## config.mk

```make
export PLATFORM = sky130hd
export DESIGN_NAME = magnetometer_heading_atan2
export DESIGN_NICKNAME = d
export VERILOG_FILES = /design/src/hw/rtl/mhd_pkg.sv /design/src/hw/rtl/magnetometer_heading_atan2.sv /design/src/hw/rtl/mhd_frame.sv /design/src/hw/rtl/mhd_cordic.sv
export SDC_FILE = /design/constraint.sdc
export NUM_CORES = 1
export LEC_CHECK = 0
export BUFFER_PORTS_ARGS = -buffer_cell sky130_fd_sc_hd__buf_2
export CORE_MARGIN = 3
export CORE_UTILIZATION = 50
export DETAILED_ROUTE_END_ITERATION = 16
export GPL_ROUTABILITY_DRIVEN = 0
export PLACE_DENSITY = 0.72
export SKIP_CTS_REPAIR_TIMING = 1
export SLEW_MARGIN = 5
export SYNTH_ARGS = -nofsm -noshare
export SYNTH_HDL_FRONTEND = slang
export SYNTH_SLANG_ARGS = --single-unit
export TNS_END_PERCENT = 5
```

## constraint.sdc

```tcl
create_clock -name clk -period 7.35 [get_ports clk]
set_input_delay 0.735 -clock clk [delete_from_list [all_inputs] [get_ports clk]]
set_output_delay 0.735 -clock clk [all_outputs]
set_load 0.1 [all_outputs]
```

## src/hw/rtl/mhd_pkg.sv

```systemverilog
package mhd_pkg;

  // CORDIC iteration count, limited to the tabulated steps
  localparam int CORDIC_STEPS = 16;
  localparam int TBL_DEPTH    = 24;
  localparam int STEP_COUNT   = (CORDIC_STEPS > TBL_DEPTH) ? TBL_DEPTH : CORDIC_STEPS;
  localparam int STEP_W       = $clog2(STEP_COUNT);
  localparam int TBL_IDX_W    = $clog2(TBL_DEPTH);

  // Datapath widths
  localparam int WORD_W  = 16;
  localparam int FRAC_SH = 8;
  localparam int XY_W    = 27;
  localparam int ACC_W   = 26;
  localparam int TBL_W   = 23;
  localparam int DEG_W   = 9;
  localparam int ACC_SH  = 16;

  // Angle constants in degrees and in accumulator units
  localparam logic [DEG_W-1:0] DEG_0   = DEG_W'(0);
  localparam logic [DEG_W-1:0] DEG_90  = DEG_W'(90);
  localparam logic [DEG_W-1:0] DEG_180 = DEG_W'(180);
  localparam logic [DEG_W-1:0] DEG_270 = DEG_W'(270);
  localparam logic [DEG_W-1:0] DEG_MAX = DEG_W'(359);
  localparam logic signed [ACC_W-1:0] ACC_180 = ACC_W'(180 * 65536);
  localparam logic signed [ACC_W-1:0] ACC_360 = ACC_W'(360 * 65536);

  // Byte positions within the read burst
  localparam logic [2:0] POS_XH   = 3'd0;
  localparam logic [2:0] POS_XL   = 3'd1;
  localparam logic [2:0] POS_ZH   = 3'd2;
  localparam logic [2:0] POS_ZL   = 3'd3;
  localparam logic [2:0] POS_YH   = 3'd4;
  localparam logic [2:0] POS_YL   = 3'd5;

  // atan(2^-i) in degrees, scaled by 65536
  localparam logic [TBL_W-1:0] ATAN_TBL [TBL_DEPTH] = '{
    23'd2949120, 23'd1740967, 23'd919879, 23'd466945, 23'd234379, 23'd117304,
    23'd58666,   23'd29335,   23'd14668,  23'd7334,   23'd3667,   23'd1833,
    23'd917,     23'd458,     23'd229,    23'd115,    23'd57,     23'd29,
    23'd14,      23'd7,       23'd4,      23'd2,      23'd1,      23'd0
  };

  typedef enum logic [1:0] {
    ST_IDLE,
    ST_RUN,
    ST_FINISH
  } cordic_state_t;

  // Completed burst handed to the CORDIC unit
  typedef struct packed {
    logic              start;
    logic [WORD_W-1:0] x_word;
    logic [WORD_W-1:0] y_word;
  } sample_t;

endpackage

```

## src/hw/rtl/magnetometer_heading_atan2.sv

```systemverilog
// Compass heading from a six-byte magnetometer burst, CORDIC vectoring.
// Flow: the Y low byte starts a run of CORDIC_STEPS iterations, then a finish
// state that loads the output register; axis and zero vectors skip the run.
// Throughput: one byte per cycle while idle; in_ready drops through a run and its finish,
// set by the single shared shift-add unit, and stays low while a result still waits.
// Reset (rst, synchronous): byte count to X high, stored bytes cleared, no result pending.
module magnetometer_heading_atan2 (
  input  logic                         clk,
  input  logic                         rst,
  input  logic [7:0]                   data_byte,
  input  logic                         frame_start,
  input  logic                         in_valid,
  output logic                         in_ready,
  output logic [mhd_pkg::DEG_W-1:0]    heading_deg,
  output logic                         out_valid,
  input  logic                         out_ready
);
  import mhd_pkg::*;

  sample_t sample;
  logic    idle;
  logic    accept;

  // Take a byte only while the CORDIC unit is free
  assign in_ready = idle;
  assign accept   = in_valid && in_ready;

  mhd_frame u_frame (
    .clk         (clk),
    .rst         (rst),
    .accept      (accept),
    .data_byte   (data_byte),
    .frame_start (frame_start),
    .sample      (sample)
  );

  mhd_cordic u_cordic (
    .clk         (clk),
    .rst         (rst),
    .sample      (sample),
    .idle        (idle),
    .heading_deg (heading_deg),
    .out_valid   (out_valid),
    .out_ready   (out_ready)
  );

endmodule

```

## src/hw/rtl/mhd_frame.sv

```systemverilog
module mhd_frame (
  input  logic                         clk,
  input  logic                         rst,
  input  logic                         accept,
  input  logic [7:0]                   data_byte,
  input  logic                         frame_start,
  output mhd_pkg::sample_t             sample
);
  import mhd_pkg::*;

  logic [2:0]        byte_count;
  logic [2:0]        byte_count_next;
  logic [WORD_W-1:0] x_value;
  logic [7:0]        y_high_byte;
  logic [2:0]        idx;

  // Pick the burst position; frame start or an out-of-range count restarts at X high
  always_comb begin
    if (frame_start || byte_count > POS_YL) begin
      idx = POS_XH;
    end else begin
      idx = byte_count;
    end
    if (idx == POS_YL) begin
      byte_count_next = POS_XH;
    end else begin
      byte_count_next = idx + 3'd1;
    end
  end

  // Advance the count and capture X and the Y high byte
  always_ff @(posedge clk) begin
    if (rst) begin
      byte_count  <= POS_XH;
      x_value     <= '0;
      y_high_byte <= '0;
    end else if (accept) begin
      byte_count <= byte_count_next;
      case (idx)
        POS_XH:  x_value     <= {data_byte, 8'h00};
        POS_XL:  x_value     <= {x_value[WORD_W-1:8], data_byte};
        POS_YH:  y_high_byte <= data_byte;
        default: ;
      endcase
    end
  end

  // Hand the full sample over with the Y low byte
  assign sample.start  = accept && (idx == POS_YL);
  assign sample.x_word = x_value;
  assign sample.y_word = {y_high_byte, data_byte};

endmodule

```

## src/hw/rtl/mhd_cordic.sv

```systemverilog
module mhd_cordic (
  input  logic                         clk,
  input  logic                         rst,
  input  mhd_pkg::sample_t             sample,
  output logic                         idle,
  output logic [mhd_pkg::DEG_W-1:0]    heading_deg,
  output logic                         out_valid,
  input  logic                         out_ready
);
  import mhd_pkg::*;

  cordic_state_t               state;
  cordic_state_t               state_next;
  logic [STEP_W-1:0]           step;
  logic signed [XY_W-1:0]      x;
  logic signed [XY_W-1:0]      y;
  logic signed [ACC_W-1:0]     acc;
  logic                        axis;
  logic [DEG_W-1:0]            axis_deg;

  logic signed [XY_W-1:0]      x_ext;
  logic signed [XY_W-1:0]      y_ext;
  logic signed [XY_W-1:0]      x_sh;
  logic signed [XY_W-1:0]      y_sh;
  logic signed [ACC_W-1:0]     tbl;
  logic signed [ACC_W-1:0]     acc_wrap;
  logic [ACC_W-ACC_SH-1:0]     deg_raw;
  logic [DEG_W-1:0]            deg_final;
  logic                        last_step;
  logic                        slot_free;

  // Scale the inputs by 256 with sign extension
  assign x_ext = {{(XY_W-WORD_W-FRAC_SH){sample.x_word[WORD_W-1]}}, sample.x_word,
                  {FRAC_SH{1'b0}}};
  assign y_ext = {{(XY_W-WORD_W-FRAC_SH){sample.y_word[WORD_W-1]}}, sample.y_word,
                  {FRAC_SH{1'b0}}};

  // Shared shifter and angle table lookup for the current step
  assign x_sh = x >>> step;
  assign y_sh = y >>> step;
  assign tbl  = ACC_W'(ATAN_TBL[TBL_IDX_W'(step)]);

  assign last_step = (step == STEP_W'(STEP_COUNT - 1));
  assign slot_free = !out_valid || out_ready;

  // Wrap negative angles, truncate to degrees and clamp
  always_comb begin
    if (acc < 0) begin
      acc_wrap = acc + ACC_360;
    end else begin
      acc_wrap = acc;
    end
    deg_raw = acc_wrap[ACC_W-1:ACC_SH];
    if (axis) begin
      deg_final = axis_deg;
    end else if (deg_raw > (ACC_W-ACC_SH)'(DEG_MAX)) begin
      deg_final = DEG_MAX;
    end else begin
      deg_final = deg_raw[DEG_W-1:0];
    end
  end

  // Sequencer next state
  always_comb begin
    state_next = state;
    case (state)
      ST_IDLE: begin
        if (sample.start) begin
          if (sample.x_word == '0 || sample.y_word == '0) begin
            state_next = ST_FINISH;
          end else begin
            state_next = ST_RUN;
          end
        end
      end
      ST_RUN: begin
        if (last_step) begin
          state_next = ST_FINISH;
        end
      end
      ST_FINISH: begin
        if (slot_free) begin
          state_next = ST_IDLE;
        end
      end
      default: state_next = ST_IDLE;
    endcase
  end

  always_ff @(posedge clk) begin
    if (rst) begin
      state <= ST_IDLE;
    end else begin
      state <= state_next;
    end
  end

  // Load operands, then iterate one micro-rotation per cycle
  always_ff @(posedge clk) begin
    case (state)
      ST_IDLE: begin
        step <= '0;
        axis <= (sample.x_word == '0) || (sample.y_word == '0);
        if (sample.y_word == '0) begin
          axis_deg <= sample.x_word[WORD_W-1] ? DEG_180 : DEG_0;
        end else begin
          axis_deg <= sample.y_word[WORD_W-1] ? DEG_270 : DEG_90;
        end
        if (sample.x_word[WORD_W-1]) begin
          x   <= -x_ext;
          y   <= -y_ext;
          acc <= ACC_180;
        end else begin
          x   <= x_ext;
          y   <= y_ext;
          acc <= '0;
        end
      end
      ST_RUN: begin
        step <= step + STEP_W'(1);
        if (y != '0) begin
          if (y[XY_W-1]) begin
            x   <= x - y_sh;
            y   <= y + x_sh;
            acc <= acc - tbl;
          end else begin
            x   <= x + y_sh;
            y   <= y - x_sh;
            acc <= acc + tbl;
          end
        end
      end
      default: ;
    endcase
  end

  // Output register: load the heading when the slot frees up
  always_ff @(posedge clk) begin
    if (rst) begin
      out_valid <= 1'b0;
    end else if (state == ST_FINISH && slot_free) begin
      out_valid <= 1'b1;
    end else if (out_ready) begin
      out_valid <= 1'b0;
    end
  end

  always_ff @(posedge clk) begin
    if (state == ST_FINISH && slot_free) begin
      heading_deg <= deg_final;
    end
  end

  assign idle = (state == ST_IDLE);

  // A burst only starts a run while the unit is idle
  a_start_idle: assert property (@(posedge clk) disable iff (rst)
    sample.start |-> state == ST_IDLE)
    else $error("sample started while CORDIC busy");

  // The last step always moves on to the finish state
  a_last_step: assert property (@(posedge clk) disable iff (rst)
    (state == ST_RUN && last_step) |=> state == ST_FINISH)
    else $error("run did not end after last step");

  // A new result only comes from the finish state
  a_rise_src: assert property (@(posedge clk) disable iff (rst)
    $rose(out_valid) |-> $past(state) == ST_FINISH)
    else $error("result raised outside finish");

  // Headings stay within a full turn
  a_range: assert property (@(posedge clk) disable iff (rst)
    out_valid |-> heading_deg <= DEG_MAX)
    else $error("heading out of range");

endmodule

```

=== Word-level counts from Yosys, hierarchy flattened ===
Memory sizes are Yosys's and may differ from the RTL's.
Cells that the tools add are included.

* Memory bits (read-only): 736
* Logic and storage cells: 94
* Memories: 1
* Output and inout port bits: 11
* Input port bits: 13
* Register bits after elaboration: 133

* Bitwise logic cells: 2
* Eq/ne operators: 10
* Reductions and logical operators: 20
* $lt $le $gt $ge: 4
* $add $sub $neg: 11
* Shift operators: 2
* Multiplexer cells: 31

{| class="wikitable"
|+ Memory list
! memory !! words !! bits a word !! rd ports !! clocked after Yosys merged registers in !! wr ports !! line !! text
|-
| (no name shown) || 32 || 23 || 1 || 0 || 0 || mhd_cordic.sv:41 || <nowiki>assign tbl = ACC_W'(ATAN_TBL[TBL_IDX_W'(step)]);</nowiki>
|}

{| class="wikitable"
|+ Operator list
! operator !! count
|-
| $mux W27 || 6
|-
| $pmux W27 S2 || 2
|-
| $mux W26 || 3
|-
| $add A27 B27 Y27 || 2
|-
| $neg A24 Y27 || 2
|-
| $sshr A27 B4 Y27 || 2
|-
| $sub A27 B27 Y27 || 2
|-
| $pmux W26 S2 || 1
|-
| $mux W23 || 2
|-
| $mux W9 || 4
|-
| $logic_not A16 Y1 || 2
|-
| $pmux W16 S2 || 1
|-
| $reduce_bool A27 Y1 || 1
|-
| $add A26 B24 Y26 || 1
|-
| $add A26 B26 Y26 const B || 1
|-
| $lt A26 B1 Y1 const B || 1
|-
| $sub A26 B24 Y26 || 1
|-
| $mux W24 || 1
|-
| $gt A10 B9 Y1 const B || 1
|-
| $mux W2 || 4
|-
| $mux W8 || 1
|-
| $ne A2 B1 Y1 const B || 4
|-
| $pmux W4 S2 || 1
|-
| $eq A3 B3 Y1 const B || 2
|-
| 21 further kinds || 32
|}

=== Depth between registers and ports, before layout ===
Gate-level depths: netlist (run 1).

* Depth after elaboration: 8
* Depth in mapped cells: 27
* Depth with buffers taken out: 22

=== By module ===
A second synthesis (run 1) with hierarchy kept.

* Cell total of the unflattened synthesis: 1688
* Area total of the unflattened synthesis: 14691.6 sq um

{| class="wikitable"
|+ Modules (own cells, without submodules)
! module !! seq. area each (sq um) !! area an instance (sq um) !! cells each !! instances
|-
| mhd_cordic || 3062.9 || 13518.0 || 1561 || 1
|-
| mhd_frame || 540.5 || 1167.4 || 126 || 1
|-
| magnetometer_heading_atan2 || 0.0 || 6.3 || 1 || 1
|}

=== Worst setup path before layout (run 1) ===
No wires, ideal clock.

* Path type: reg2reg
* From: reg u_cordic.step[3]
* To: reg u_cordic.x[23], data pin
* Data required time: 7.084 ns
* Arrival time: 5.670 ns
* Path slack: 1.415 ns
* Stages on the path, launching flop included: 28
* Path through: edfxtp_1 > buf_4 > clkbuf_1 > buf_1 > clkbuf_1 > buf_4 > clkbuf_1 > clkbuf_1 > buf_1 > nand2_1 > o21ai_0 > ha_1 > nand2_1 > o22ai_1 > nor3b_4 > a31oi_1 > xnor2_1 > ha_1 > clkbuf_1 > a21o_1 > a21o_1 > a211oi_1 > o211a_1 > nor3_1 > o311ai_0 > nand2b_1 > a211oi_1 > o32ai_1

* Longest elaborated chain between the ends: 5

{| class="wikitable"
|+ Ends and longest elaborated chain
! what !! line !! text
|-
| start, declared || mhd_cordic.sv:14 || <nowiki>logic [STEP_W-1:0] step;</nowiki>
|-
| start signal, assigned || mhd_cordic.sv:120 || <nowiki>step <= step + STEP_W'(1);</nowiki>
|-
| $sshr A27 B4 Y27 * || mhd_cordic.sv:40 || <nowiki>assign y_sh = y >>> step;</nowiki>
|-
| $add A27 B27 Y27 / $sub A27 B27 Y27 (equally long branches) || mhd_cordic.sv:127, mhd_cordic.sv:123 ||
|-
| $mux W27 * || mhd_cordic.sv:122 || <nowiki>if (y[XY_W-1]) begin</nowiki>
|-
| $mux W27 * || mhd_cordic.sv:121 || <nowiki>if (y != '0) begin</nowiki>
|-
| $pmux W27 S2 * || mhd_cordic.sv:100 || <nowiki>case (state)</nowiki>
|-
| end signal, assigned || mhd_cordic.sv:110 || <nowiki>x <= -x_ext;</nowiki>
|-
| end signal, assigned || mhd_cordic.sv:123 || <nowiki>x <= x - y_sh;</nowiki>
|-
| end signal, assigned || mhd_cordic.sv:127 || <nowiki>x <= x + y_sh;</nowiki>
|-
| end, declared || mhd_cordic.sv:15 || <nowiki>logic signed [XY_W-1:0] x;</nowiki>
|}

Mark *: on every way between the ends. The rest lies on a longest branch, timed or not. The select of a mux whose other input is x is not followed.
A chain may end at the register's enable or synchronous reset.

=== Worst setup path in the final report (run 1) ===
* From: reg u_cordic.step[0]
* To: reg u_cordic.x[23], data pin

The elaborated chain is that of the path after synthesis.

==> metrics.txt, run 1 <==
status=complete, no violations; f_max=roughly 160 MHz; Fill cells=~2,600; Post-synth ARST share=0; initial antenna violation count=1; largest net degree at the start of global routing=66; Layout Utilization=0.541; multiplexer area fraction after synthesis=0.146; final net count=1,772; yosys warns=0; I/O Buffers=23; GRT overflow=0; Via density=between 6 and 7; die width=approximately 180 um; Starting Density=0.510; post-synthesis sequential element count=130; largest family of logic cells by synthesized area=compound AO/OA/AOI/OAI gates; CP Max Fanout=18; clock-pin slew on the worst setup and hold paths=approximately 0.08 ns; RSZ-0062 raised after global routing=false; Power Density=roughly 150 nW/um^2; WP data required=around 7.5 ns; CTS Root Cell=clkbuf_16; n_diodes=0; CP Capture Type=flop; Worst Max-Slew Pin Slew=about 1.2 ns; Post-synth EDFFs=100; total track usage=0.268; final hold violation count=0; CTS Buf Count=17; clk_skew=0.0138 ns; CTS Sinks=130; Tmin final=6.28 ns; Post-Synth Simple-Gate Area=0.193; vias in the first global route=~13,000; Final Slew Violations=0; setup slack at placement=between 1 and 1.5 ns; core area=around 29,000 sq um; Cell Rows=slightly above 60; share of layout cells above drive strength 1=0.103; Min-Delay Path Class=flop to flop; mapped cell area=14,700 sq um; Initial DRT Pass Iterations=6; dpl cells=about 2,000; Max-Cap Viols=0; Compound-Gate Fraction of Synth Area=0.200; critical path launch point type=flop; Seq/Total Area, Yosys=0.246; later-pin clock latency in the skew report=0.44 ns; Routed wire per std cell=20.3 um; Final ANT Viol Nets=0; detailed placement HPWL=roughly 30 mm; Setup TNS=0 ns; clock buffer depth=2; Synth Instances=1,696; crit share post-route=0.855; die height=between 150 and 200 um; Post-Synth Adder-Cell Area=0.0834; Mean Syn Cell Area=just under 9 sq um; final worst setup slack=1.07 ns; Ports=24; Cells on Worst Hold Path=2; DRT iter0 DRCs=between 1,000 and 1,500; distinct cell type count after synthesis=90; non-filler cells in the finished layout=a little over 2,000; TritonCTS clock tree=yes; Slew headroom=0.177; DRC viols=0; Top FF cell, synth=edfxtp_1; Peak VDD IR=between 100 and 150 uV; worst hold slack=0.552 ns; # setup viols final=0; critical path class=flop to flop; Worst R2R Path Depth=18; xor/xnor share of the synthesized area=0.0881; critical path data arrival time=6.45 ns; syn nets=between 1,500 and 2,000; Syn-to-layout area delta=6.17%; # H-tree levels=4; total number of vias=roughly 13,000; routed wire length=about 42 mm; die area=between 30,000 and 40,000 sq um; Leak Pwr=~6.3 nW; first-pass GRT wire length=about 68 mm
==> stage by stage <==
stage	total power, mW	cell area, sq um
after floorplan	1.32	14700
after global placement	1.45	15000
after detailed placement	1.46	15000
after CTS	2.34	15600
after global routing	2.45	15600
final	2.35	15600
==> per-layer routing <==
layer / track usage / vias to the layer above / part of all wire
met5: 0 / - / 0.00038
met4: 0.106 / 2 / 0.037
met3: 0.0436 / 116 / 0.090
met2: 0.425 / 648 / 0.45
met1: 0.367 / 6321 / 0.42
li1: - / 6294 / -
==> worst max-delay path: stages, from the launching register on <==
cell and delay, ns:
edfxtp_1 1.01, buf_4 0.38, mux4_1 0.59, mux2_2 0.32, mux2_2 0.29, or2_4 0.28, nand4bb_1 0.28, nor2b_2 0.29
nor2_1 0.08, xor2_1 0.18, ha_1 0.41, a21o_1 0.21, a211oi_1 0.24, o211a_1 0.20, nor3_1 0.08, o311ai_0 0.59
nand2b_1 0.13, a211oi_1 0.29, o32ai_1 0.12
==> Yosys cell counts (all sizes together) (26+ instances only) <==
cell type | number | area, sq um
a21o | 50 | 375
a31oi | 26 | 163
dfxtp | 30 | 601
mux4 | 56 | 1290
mux2i | 57 | 583
nor3 | 43 | 225
inv | 42 | 158
nand2 | 145 | 549
nor2 | 189 | 709
a21oi | 139 | 699
edfxtp | 100 | 3000
nand2b | 26 | 163
o21ai | 98 | 490
xor2 | 55 | 482
ha | 93 | 1160
buf | 37 | 264
clkbuf | 58 | 218
xnor2 | 90 | 788
nand3 | 35 | 175
==> sequential cells by signal, summed over array words and instances, names as in the netlist <==
signal,cells
u_frame.x_value,16
u_cordic.state,2
u_cordic.axis,1
u_cordic.y,27
u_cordic.out_valid,1
u_cordic.step,4
u_cordic.heading_deg,9
u_cordic.acc,26
u_cordic.axis_deg,6
u_cordic.x,27
u_frame.byte_count,3
u_frame.y_high_byte,8
==> layout by cell type (no fill, tap or decap), drive strengths merged, types with 15 or more instances in the layout <==
| cell type | count |
|---|---|
| xor2 | 55 |
| buf | 43 |
| nor2b | 18 |
| mux4 | 56 |
| mux2i | 57 |
| nor4 | 15 |
| a21oi | 139 |
| xnor2 | 90 |
| mux2 | 24 |
| dfxtp | 30 |
| o21ai | 98 |
| nor3 | 43 |
| a31oi | 26 |
| nand2 | 145 |
| and2 | 21 |
| nand3 | 35 |
| o31ai | 25 |
| inv | 51 |
| edfxtp | 100 |
| ha | 93 |
| nand2b | 26 |
| nor2 | 189 |
| a211oi | 21 |
| clkbuf | 17 |
| and3 | 15 |
| a21o | 50 |
==> where the power goes <==
part	internal (mW)	switching, mW
logic	0.255	0.341
registers	0.811	0.0581
clock network	0.456	0.428
==> cell families after synthesis <==
group,count (synthesis)
xor+xnor,146
compound gates,466
simple gates,582
mux,137
flops,130
buf+inv,139
fa+ha+maj,96
==> area by class of cell <==
| type | count | area, sq um | area share |
|---|---|---|---|
| sequential | 130 | 3600 | 0.231 |
| clock inverter | 15 | 163 | 0.0104 |
| multi-input combinational | 1427 | 10500 | 0.671 |
| inverter | 44 | 165 | 0.0106 |
| timing repair buffer | 43 | 290 | 0.0186 |
| clock buffer | 17 | 425 | 0.0273 |
| tap | 384 | 480 | 0.0308 |
==> path summary, 6_finish.rpt <==
path	start	to	slack, ns
setup reg to reg	u_cordic.step[0]	u_cordic.x[23]	1.07
setup / recovery	u_cordic.step[0]	u_cordic.x[23]	1.07
hold / removal	u_frame.x_value[14]	u_frame.x_value[14]	0.55
hold reg to reg	u_frame.x_value[14]	u_frame.x_value[14]	0.55
No activity file was read; power rests on OpenSTA's default activity.
==> run 2, diff against run 1 <==
--- a/config.mk
+++ b/config.mk
@@ -7,10 +7,10 @@
 export LEC_CHECK = 0
 export BUFFER_PORTS_ARGS = -buffer_cell sky130_fd_sc_hd__buf_2
 export CORE_MARGIN = 3
-export CORE_UTILIZATION = 50
+export CORE_UTILIZATION = 60
 export DETAILED_ROUTE_END_ITERATION = 16
 export GPL_ROUTABILITY_DRIVEN = 0
-export PLACE_DENSITY = 0.72
+export PLACE_DENSITY = 0.83
 export SKIP_CTS_REPAIR_TIMING = 1
 export SLEW_MARGIN = 5
 export SYNTH_ARGS = -nofsm -noshare
==> metrics.txt, run 2 (synthesized netlist as in run 1, its figures left out) <==
biggest regs=u_cordic.x (27), u_cordic.y (27), u_cordic.acc (26); n_diodes=0; first-pass GRT wire length=67.2 mm; WP data required=between 7 and 8 ns; # setup viols final=0; Starting Density=0.618; # H-tree levels=4; Top Metal Used=met4; I/O Buffers=23; met1 WL=between 15 and 20 mm; clock-pin slew on the worst setup and hold paths=approximately 0.080 ns; vias in the first global route=12,900; GRT overflow=0; Worst R2R End=u_cordic.x[23]; detailed placement HPWL=29.8 mm; die width=approximately 160 um; clk_skew=0.0157 ns; clock buffer depth=2; DRC viols=0; share of layout cells above drive strength 1=0.101; Tmin final=6.41 ns; Slew headroom=0.206; largest net degree at the start of global routing=a little over 70; setup slack at placement=~1.2 ns; met2 WL=18.5 mm; Max-Cap Viols=0; die area=about 26,000 sq um; initial antenna violation count=0; Ports=24; critical path data arrival time=between 6 and 7 ns; Hold EP=u_cordic.heading_deg[4]; final hold violation count=0; Fill cells=1,884; Cells on Worst Hold Path=2; CTS Root Cell=clkbuf_16; Peak VDD IR=approximately 140 uV; CTS Sinks=130; CTS Buf Count=17; f_max=roughly 160 MHz; routed wire length=41.9 mm; Power Density=approximately 150 nW/um^2; total number of vias=roughly 14,000; routed wl met3=between 4 and 5 mm; Cell Rows=56; Leak Pwr=between 6 and 7 nW; R2R Setup Slk=approximately 0.94 ns; status=complete, no violations; final worst setup slack=approximately 0.94 ns; CP Capture Type=flop; later-pin clock latency in the skew report=0.44 ns; RSZ-0062 raised after global routing=false; min-delay src=u_cordic.axis_deg[4]; Setup TNS=0 ns; Reg-to-Reg Start=u_cordic.step[0]; TritonCTS clock tree=yes; CP Max Fanout=70; Worst R2R Path Depth=18; slowest stage delay, CP=around 0.95 ns; crit share post-route=0.872; commonest cells after routing, fill and taps aside=nor2_1 (189), nand2_1 (142), a21oi_1 (138), edfxtp_1 (100), o21ai_0 (94); DRT iter0 DRCs=around 2,000; Routed wire per std cell=between 20 and 25 um; Worst Max-Slew Pin Slew=~1.2 ns; total track usage=0.315; critical path launch point type=flop; Final ANT Viol Nets=0; core area=around 24,000 sq um; Syn-to-layout area delta=5.49%; final net count=approximately 1,800; critical path class=flop to flop; Via density=approximately 6.9; commonest non-fill, non-tap cell in the layout=nor2_1; Final Slew Violations=0; slowest CP cell=edfxtp_1; Min-Delay Path Class=flop to flop; Critical Path, Cell by Cell=buf_12 > mux4_1 > mux2_2 > mux2_2 > or2_4 > nand4bb_1 > nor2b_2 > nor2_1 > xor2_1 > ha_1 > a21o_1 > a211oi_1 > o211a_1 > nor3_1 > o311ai_0 > nand2b_1 > a211oi_1 > o32ai_1; Initial DRT Pass Iterations=6; die height=around 160 um
-- run 2: layout make-up --
class | count | area, sq um | area share
clock buffers | 17 | 425 | 0.0275
clock inverters | 15 | 179 | 0.0116
inverters | 44 | 165 | 0.0107
multi-input cells | 1427 | 10500 | 0.675
flip-flops and latches | 130 | 3600 | 0.233
well taps | 319 | 399 | 0.0258
repair buffers | 40 | 255 | 0.0165
-- run 2: how the worst max path moves through the flow --
stage,startpoint,to,slack [ns],cells past startpoint
CTS,u_cordic.step[0],u_cordic.x[23],1.02,18
floorplan,u_cordic.step[3],u_cordic.x[23],1.41,27
global route,u_cordic.step[0],u_cordic.x[23],0.47,18
global placement,u_cordic.step[2],u_cordic.y[23],1.37,20
detailed placement,u_cordic.step[0],u_cordic.acc[24],1.16,18
finish,u_cordic.step[0],u_cordic.x[23],0.94,18
-- run 2: stage by stage --
stage	util	power, mW	std cells	hold WS, ns	cell area (sq um)
finish	0.652	2.37	1992	0.544	15500
global route	0.652	2.46	1992	0.583	15500
CTS	0.652	2.35	1992	0.550	15500
detailed placement	0.626	1.46	1960	0.531	14900
global placement	0.626	1.44	1960	0.520	14900
floorplan	-	1.32	1696	0.496	14700
-- run 2: report_power, final --
| group | switching, mW | internal (mW) | total (mW) |
|---|---|---|---|
| sequential | 0.0615 | 0.811 | 0.872 |
| combinational | 0.346 | 0.256 | 0.602 |
| clock | 0.437 | 0.461 | 0.898 |
| total | 0.844 | 1.53 | 2.37 |
-- run 2: worst max-delay path, delay by kind of cell, from the launching register on --
family / cells / cell delay (ns)
mux: 3 / 1.30
xor+xnor: 1 / 0.26
simple gates: 6 / 1.13
compound gates: 6 / 1.68
flops: 1 / 0.95
fa+ha+maj: 1 / 0.37
buf+inv: 1 / 0.44
-- run 2: per-layer routing --
layer,vias up,global-route usage
li1,6287,-
met1,6418,0.421
met2,878,0.488
met3,213,0.0699
met4,0,0.148
met5,-,0
